<file path="config.mk">
export PLATFORM = sky130hd
export DESIGN_NAME = lru_cache_miss_counter_unit_flat
export DESIGN_NICKNAME = d
export VERILOG_FILES = /design/src/design/lrucmc_pkg.sv /design/src/design/lrucmc_if.sv /design/src/design/lru_cache_miss_counter_unit.sv /design/src/design/lrucmc_cell.sv /design/src/flat_wrapper.sv
export VERILOG_INCLUDE_DIRS = /design/src /design/src/design
export SDC_FILE = /design/constraint.sdc
export NUM_CORES = 1
export LEC_CHECK = 0
export BUFFER_PORTS_ARGS = -buffer_cell sky130_fd_sc_hd__buf_2
export CORE_ASPECT_RATIO = 1.5
export CORE_MARGIN = 3
export CORE_UTILIZATION = 30
export DETAILED_ROUTE_END_ITERATION = 10
export PLACE_DENSITY = 0.54
export SETUP_SLACK_MARGIN = 0.4
export SLEW_MARGIN = 15
export SYNTH_ARGS = -nofsm -noshare
export SYNTH_HDL_FRONTEND = slang
export SYNTH_HIERARCHICAL = 1
export SYNTH_SLANG_ARGS = --single-unit
</file>
<file path="constraint.sdc">
create_clock -name clk -period 4.9 [get_ports clk]
set_clock_uncertainty 0.15 [all_clocks]
set_input_delay 0.49 -clock clk [delete_from_list [all_inputs] [get_ports clk]]
set_output_delay 0.49 -clock clk [all_outputs]
set_load 0.02 [all_outputs]
</file>
<file path="src/design/lru_cache_miss_counter_unit_macros.svh">
// ----------------------------------------------------------------------------
// LRU miss counter assertion macros
// Shorthand for the clocked, reset-qualified checks used in the RTL.
// ----------------------------------------------------------------------------
`ifndef LRU_CACHE_MISS_COUNTER_UNIT_MACROS_SVH
`define LRU_CACHE_MISS_COUNTER_UNIT_MACROS_SVH

// same-cycle implication
`define LRUCMC_ASSERT_NOW(label, ante, cons, msg) \
  label: assert property (@(posedge clk) disable iff (rst) (ante) |-> (cons)) \
    else $error(msg);

// next-cycle implication
`define LRUCMC_ASSERT_NEXT(label, ante, cons, msg) \
  label: assert property (@(posedge clk) disable iff (rst) (ante) |=> (cons)) \
    else $error(msg);

`endif

</file>
<file path="src/design/lrucmc_pkg.sv">
// ----------------------------------------------------------------------------
// LRU miss counter package
// Shared widths, defaults and the per-cell command type.
// ----------------------------------------------------------------------------
package lrucmc_pkg;

  localparam int MAX_ENTRIES_DEF = 16;
  localparam int ID_BITS_DEF     = 16;

  localparam int PAGE_W = 16;  // request identifier field
  localparam int CAP_W  = 5;   // capacity register
  localparam int CNT_W  = 32;  // miss total

  localparam logic [CAP_W-1:0] CAP_RESET = CAP_W'(16);

  typedef struct packed {
    logic shift;  // take the entry of the next-newer neighbor
    logic load;   // take the requested identifier
  } lrucmc_cell_cmd_t;

endpackage

</file>
<file path="src/design/lrucmc_if.sv">
// ----------------------------------------------------------------------------
// LRU miss counter channels
// Valid/ready request and response interfaces.
// ----------------------------------------------------------------------------
interface lrucmc_req_if
  import lrucmc_pkg::*;
  ();
  logic              valid;
  logic              ready;
  logic [PAGE_W-1:0] page_id;

  modport source (output valid, output page_id, input ready);
  modport sink   (input valid, input page_id, output ready);
endinterface

interface lrucmc_rsp_if
  import lrucmc_pkg::*;
  ();
  logic             valid;
  logic             ready;
  logic             hit;
  logic [CNT_W-1:0] miss_total;

  modport source (output valid, output hit, output miss_total, input ready);
  modport sink   (input valid, input hit, input miss_total, output ready);
endinterface

</file>
<file path="src/design/lru_cache_miss_counter_unit.sv">
// ----------------------------------------------------------------------------
// LRU cache miss counter
// Fully associative LRU directory of page identifiers with a miss total.
// ----------------------------------------------------------------------------
// A request carries one page identifier; each yields one response with the
// hit flag and the saturating miss count after that request. The directory is
// a row of cells ordered oldest (cell 0) to newest; all cells compare at once.
// Requests run at one per cycle while the output register is free or draining: a hit,
// a miss with room, and a miss on a full directory (oldest entry dropped while the row
// shifts) each pass the lookup stage unstalled. Only after capacity is lowered below
// the current fill does a miss cost more: one trim step per surplus entry, each step
// shifting the row by one cell. A response waits in an output register, so the next
// request is taken while it is held; capacity writes belong to idle periods.
// ----------------------------------------------------------------------------
`include "lru_cache_miss_counter_unit_macros.svh"

module lru_cache_miss_counter_unit
  import lrucmc_pkg::*;
#(
  parameter int MAX_ENTRIES = MAX_ENTRIES_DEF,
  parameter int ID_BITS     = ID_BITS_DEF
) (
  input  logic             clk,
  input  logic             rst,
  input  logic             cfg_we,
  input  logic [CAP_W-1:0] cfg_wdata,
  lrucmc_req_if.sink       req,
  lrucmc_rsp_if.source     rsp
);

  localparam int OCC_W = $clog2(MAX_ENTRIES + 1);
  localparam int CW    = (OCC_W > CAP_W) ? OCC_W : CAP_W;
  localparam logic [CW-1:0] MAX_CW = CW'(MAX_ENTRIES);

  logic [CAP_W-1:0]   capacity;
  logic [OCC_W-1:0]   occupancy;
  logic [CNT_W-1:0]   miss_counter;
  logic [CNT_W-1:0]   miss_counter_next;
  logic               req_valid;
  logic [ID_BITS-1:0] req_id;
  logic               out_valid;
  logic               out_hit;
  logic [CNT_W-1:0]   out_total;

  logic [CW-1:0] cap_eff;
  logic [CW-1:0] n;
  logic [CW-1:0] n_m1;
  logic          slot_free;
  logic          hit_any;
  logic          grow;
  logic          trim;
  logic          done;
  logic          move;

  logic [ID_BITS-1:0]     entry [MAX_ENTRIES];
  logic [MAX_ENTRIES-1:0] match;
  logic [MAX_ENTRIES-1:0] vmatch;
  logic [MAX_ENTRIES-1:0] seen;
  lrucmc_cell_cmd_t       cmd [MAX_ENTRIES];

  // capacity clamped to 1..MAX_ENTRIES
  always_comb begin
    cap_eff = CW'(capacity);
    if (cap_eff == '0) begin
      cap_eff = CW'(1);
    end else if (cap_eff > MAX_CW) begin
      cap_eff = MAX_CW;
    end
  end

  assign n         = CW'(occupancy);
  assign n_m1      = n - CW'(1);
  assign slot_free = !out_valid || rsp.ready;
  assign hit_any   = |vmatch;
  assign grow      = req_valid && !hit_any && (n < cap_eff);
  assign trim      = req_valid && !hit_any && (n > cap_eff);
  assign done      = req_valid && slot_free && !trim;
  // row shifts below the newest slot: on a hit from the match upward
  assign move      = (done && !grow) || trim;

  for (genvar i = 0; i < MAX_ENTRIES; i++) begin : g_cell
    logic [ID_BITS-1:0] newer;

    if (i == MAX_ENTRIES - 1) begin : g_last
      assign newer = '0;
    end else begin : g_mid
      assign newer = entry[i+1];
    end

    assign seen[i] = |vmatch[i:0];

    assign vmatch[i] = match[i] && (CW'(i) < n);

    always_comb begin
      cmd[i].shift = move && (CW'(i) < n_m1) && (seen[i] || !hit_any);
      cmd[i].load  = done && ((grow && (CW'(i) == n)) || (!grow && (CW'(i) == n_m1)));
    end

    lrucmc_cell #(
      .ID_W (ID_BITS)
    ) u_cell (
      .clk   (clk),
      .cmd   (cmd[i]),
      .newer (newer),
      .id    (req_id),
      .entry (entry[i]),
      .match (match[i])
    );
  end

  assign miss_counter_next = (miss_counter == '1) ? miss_counter : miss_counter + CNT_W'(1);

  always_ff @(posedge clk) begin
    if (rst) begin
      capacity     <= CAP_RESET;
      occupancy    <= '0;
      miss_counter <= '0;
      req_valid    <= 1'b0;
      out_valid    <= 1'b0;
    end else begin
      if (cfg_we) begin
        capacity <= cfg_wdata;
      end
      if (trim) begin
        occupancy <= OCC_W'(n_m1);
      end else if (done && grow) begin
        occupancy <= occupancy + OCC_W'(1);
      end
      if (done && !hit_any) begin
        miss_counter <= miss_counter_next;
      end
      if (req.valid && req.ready) begin
        req_valid <= 1'b1;
      end else if (done) begin
        req_valid <= 1'b0;
      end
      if (done) begin
        out_valid <= 1'b1;
      end else if (rsp.ready) begin
        out_valid <= 1'b0;
      end
    end
  end

  always_ff @(posedge clk) begin
    if (req.valid && req.ready) begin
      req_id <= ID_BITS'(req.page_id);
    end
    if (done) begin
      out_hit   <= hit_any;
      out_total <= hit_any ? miss_counter : miss_counter_next;
    end
  end

  assign req.ready      = !req_valid || done;
  assign rsp.valid      = out_valid;
  assign rsp.hit        = out_hit;
  assign rsp.miss_total = out_total;

  `LRUCMC_ASSERT_NOW(a_unique_match, 1'b1, $onehot0(vmatch), "duplicate identifier in directory")
  `LRUCMC_ASSERT_NOW(a_stall_holds, req_valid && !done, !req.ready, "request taken while one is pending")
  `LRUCMC_ASSERT_NEXT(a_hit_keeps_fill, done && hit_any, occupancy == $past(occupancy), "hit changed occupancy")
  `LRUCMC_ASSERT_NEXT(a_trim_drops_one, trim, occupancy == $past(occupancy) - OCC_W'(1), "trim step did not drop one entry")
  `LRUCMC_ASSERT_NEXT(a_miss_counts, done && !hit_any && miss_counter != '1, miss_counter == $past(miss_counter) + CNT_W'(1), "miss not counted")

endmodule

</file>
<file path="src/design/lrucmc_cell.sv">
// ----------------------------------------------------------------------------
// LRU directory cell
// One recency slot: holds an identifier, compares it, shifts or loads.
// ----------------------------------------------------------------------------
module lrucmc_cell
  import lrucmc_pkg::*;
#(
  parameter int ID_W = ID_BITS_DEF
) (
  input  logic             clk,
  input  lrucmc_cell_cmd_t cmd,
  input  logic [ID_W-1:0]  newer,
  input  logic [ID_W-1:0]  id,
  output logic [ID_W-1:0]  entry,
  output logic             match
);

  always_ff @(posedge clk) begin
    if (cmd.load) begin
      entry <= id;
    end else if (cmd.shift) begin
      entry <= newer;
    end
  end

  assign match = (entry == id);

endmodule
</file>
<file path="src/flat_wrapper.sv">
// flat-port wrapper written by rule: the top's interface ports become plain ports
module lru_cache_miss_counter_unit_flat import lrucmc_pkg::*;
#(
  parameter int MAX_ENTRIES = MAX_ENTRIES_DEF,
  parameter int ID_BITS     = ID_BITS_DEF
)
  (clk, rst, cfg_we, cfg_wdata, req_valid, req_page_id, req_ready, rsp_valid, rsp_hit, rsp_miss_total, rsp_ready);
  lrucmc_req_if req_i ();
  lrucmc_rsp_if rsp_i ();
  input  logic clk;
  input  logic rst;
  input  logic cfg_we;
  input  logic [CAP_W-1:0] cfg_wdata;
  input wire logic [$bits(req_i.valid)-1:0] req_valid;
  input wire logic [$bits(req_i.page_id)-1:0] req_page_id;
  output wire logic [$bits(req_i.ready)-1:0] req_ready;
  output wire logic [$bits(rsp_i.valid)-1:0] rsp_valid;
  output wire logic [$bits(rsp_i.hit)-1:0] rsp_hit;
  output wire logic [$bits(rsp_i.miss_total)-1:0] rsp_miss_total;
  input wire logic [$bits(rsp_i.ready)-1:0] rsp_ready;
  assign req_i.valid = req_valid;
  assign req_i.page_id = req_page_id;
  assign req_ready = req_i.ready;
  assign rsp_valid = rsp_i.valid;
  assign rsp_hit = rsp_i.hit;
  assign rsp_miss_total = rsp_i.miss_total;
  assign rsp_i.ready = rsp_ready;
  lru_cache_miss_counter_unit #(.MAX_ENTRIES(MAX_ENTRIES), .ID_BITS(ID_BITS)) u_core (.clk(clk), .rst(rst), .cfg_we(cfg_we), .cfg_wdata(cfg_wdata), .req(req_i), .rsp(rsp_i));
endmodule
</file>
==> reports/qor.csv <==
stage;metric;value;unit
die;initial core utilization;30.4;%
clock_network;CTS root buffer;clkbuf_16;
setup_path;CP Capture Type;output port;
synthesis;Compound-Gate Fraction of Synth Area;4.72;%
drt;DR DRC count;0;
synthesis;post-synthesis cell count;1512;
die;core region area;65800;µm²
synthesis;Post-synth top flop;edfxtp_1;
sta;RSZ-0062 raised after global routing;true;
synthesis;Synth area leaders;edfxtp_1 (46%), xnor2_1 (12%), mux2_4 (11%), mux2_2 (7.0%), dfxtp_1 (4.4%);
drt;post-DR wirelength/cell;19.8;µm
finish;number of diodes;0;
grt;vias in the first global route;13200;
finish;Area Growth Syn to Fin;14.4;%
finish;FILL cells;6379;
finish;share of cells above drive strength 1;29.6;%
synthesis;Yosys Warn Count;6;
synthesis;Seq cells post-synth;349;
synthesis;register area share after synthesis;50.3;%
synthesis;mux cell area share after synthesis;18.1;%
drt;Pre-Repair DR Iteration Count;5;
sta;Max Fclk;229;MHz
setup_path;CP required;4.26;ns
finish;Non-Filler Cell Area, Final;22800;µm²
setup_path;CP Class;flip-flop to output port;
sta;max-slew violations;0;
synthesis;Adder-Cell Fraction of Synth Area;0.752;%
place;Port Buffers;60;
min_path;Hold Crit Class;input pin to flip-flop;
run_status;outcome;complete, no violations;
sta;Tightest Pin Transition;1.05;ns
setup_path;crit-path most repeated cell;buf_4;
synthesis;Synth Area in XOR/XNOR;12.8;%
grt;total global routing overflow;0;
synthesis;Post-synth ARST share;0;%
drt;drt first-iter violations;683;
die;Chip Width;217;µm
drt;routed vias;12400;
setup_path;slowest stage delay, CP;0.35;ns
setup_path;CP max FO;39;
synthesis;Distinct cells, synth;68;
grt;largest net degree at the start of global routing;78;
setup_path;Worst setup SP type;flip-flop;
setup_path;crit path cell chain;buf_6, buf_4, xnor2_1, nand4_1, nor4_4, buf_4, a21oi_1, a211o_1, nand3_2, nor3_4, inv_4, buf_12, o21ai_1, nand2_1, buf_2;
place;Detail Placement HPWL;34.4;mm
sta;Fin. Hold Viols;0;
finish;commonest non-fill, non-tap cell in the layout;edfxtp_1;
clock_network;clk slew on worst S/H paths;0.06;ns
sta;slew margin rel.;30.3;%
drt;post-route ant nets;0;
place;post-placement setup slack;0.0962;ns
clock_network;TritonCTS clock tree;done;
synthesis;Syn Area/Cell;13.2;µm²
power;final total power;0.0103;W
synthesis;Simple-Gate Fraction of Synth Area;10.4;%
synthesis;Post-synth EDFFs;305;
grt;first-pass GRT wire length;76.5;mm
power;Power per Cell Area;451;nW/µm²
sta;Fin Setup TNS;0;ns
synthesis;cell area after synthesis;20000;µm²
grt;gr usage total;14.0;%
clock_network;Clock Sinks;349;
die;number of cell rows;115;
place;Area after DPL;21400;µm²
synthesis;Yosys top cell area share;45.9;%
die;die area;69800;µm²
clock_network;number of buffers created by CTS;35;
finish;commonest non-fill, non-tap cells in the layout;edfxtp_1 (305), xnor2_1 (266), mux2_4 (144);
drt;DRT Wirelength;49.9;mm
finish;Net count, final;1659;
sta;minimum clock period;4.37;ns
die;Die Span Y;322;µm
sta;final hold slack;0.0477;ns
sta;post-route setup slack;0.526;ns
clock_network;Worst-Skew Late Latency;0.54;ns
sta;final period utilization;89.3;%
power;maximum VDD drop;290;µV
die;# IOs;61;
setup_path;CP arrival;3.73;ns
clock_network;H-tree Lvls;2;
power;LEAKAGE;7.78;nW
drt;DR vias/cell;4.90;
clock_network;Max clock buf depth;3;
synthesis;largest family of logic cells by synthesized area;multiplexers;
grt;initial antenna violation count;0;
synthesis;cell taking the most area after synthesis;edfxtp_1;
sta;Final Setup Violations;0;
flow_run;Max Cap Viol;0;
place;gp weighted congestion;0.864;
setup_path;slowest CP cell;edfxtp_1;
==> sequential cells by signal, indices dropped and copies added (netlist names) <==
register,count
u_core/capacity,5
u_core/g_cell.u_cell/entry,256
u_core/miss_counter,32
u_core/n,5
u_core/req_id,16
u_core/req_valid,1
u_core/rsp.hit,1
u_core/rsp.miss_total,32
u_core/rsp.valid,1
==> through the flow <==
| stage | std cells | utilization, % |
|---|---|---|
| after global routing | 2525 | 34.7 |
| after detailed placement | 2438 | 32.5 |
| after global placement | 2438 | 32.5 |
| final | 2525 | 34.7 |
| after CTS | 2519 | 34.5 |
| after floorplan | 1527 | - |
==> kinds of logic (layout without fill, tap and decap cells) <==
group	after synthesis	in the layout
multiplexers	274	274
buffers and inverters	87	208
flip-flops	349	349
adder cells (fa/ha/maj)	12	12
XOR/XNOR	292	292
other	1	16
AO/OA/AOI/OAI	139	139
AND/OR/NAND/NOR	358	358
==> layout make-up <==
type / count / area, µm² / share of cell area (%)
repair buffers: 128 / 981 / 4.29
multi-input cells: 1091 / 9590 / 42.0
clock buffers: 55 / 1020 / 4.48
inverters: 16 / 62.6 / 0.274
clock inverters: 9 / 56.3 / 0.246
flip-flops and latches: 349 / 10000 / 43.9
well taps: 877 / 1100 / 4.80
==> metal layers <==
metal	share of wire (%)	GRT usage (%)
met1	38	15.0
met2	57	28.2
met3	2.5	1.49
met4	2.7	4.26
met5	0	0
==> critical path, delay by kind of cell (launching register included) <==
family	cells	cell delay [ns]
buf+inv	6	1.34
simple gates	5	0.75
compound gates	3	0.55
flops	1	0.35
xor+xnor	1	0.15
==> timing repair <==
item / CTS / global route
buffers inserted: 0 / 5
hold endpoints to repair: 17 / 0
hold buffers: 17 / 0
gates resized for setup: 11 / 24
endpoints found under the setup margin: 387 / 472
pin swaps: 0 / 3
gates cloned: 0 / 1
==> cell usage after synthesis, types with 3 or more instances <==
cell type and instances:
nor4_1 9, buf_2 9, or3_1 3, a211oi_1 10, dfxtp_1 44, buf_1 3, clkbuf_1 27, nor2_1 60
o22ai_1 11, nor3_1 17, a221oi_1 3, and3_1 17, ha_1 12, buf_6 32, xor2_1 25, nand2_1 49
edfxtp_1 305, o21ai_0 16, o211ai_1 4, nand4_1 74, o31ai_1 20, inv_1 15, or4_1 20, a31oi_1 7
a21boi_0 3, xnor2_1 267, mux2_2 125, or2_2 20, nor2b_1 15, mux2_4 144, nand3_1 28, and2_1 13
a21oi_1 33, mux2i_1 5, and4_1 7, nor4_2 17
==> report_power, final <==
group | switching [W] | internal [W] | total, W | leakage [nW]
sequential | 0.000529 | 0.00433 | 0.00486 | 3.28
clock | 0.00113 | 0.00144 | 0.00257 | 0.527
combinational | 0.00142 | 0.00145 | 0.00287 | 3.98
total | 0.00308 | 0.00723 | 0.0103 | 7.78
==> final timing paths <==
kind	from	endpoint	slack, ns	depth (start not counted)
setup reg to reg	u_core/req_id[7]	u_core/g_cell[4].u_cell/entry[11]	0.57	14
hold reg to reg	u_core/miss_counter[5]	u_core/miss_counter[5]	0.36	2
setup / recovery	u_core/req_id[7]	req_ready	0.53	15
hold / removal	cfg_wdata[3]	u_core/capacity[3]	0.05	3
(Power assumes the default switching activity.)
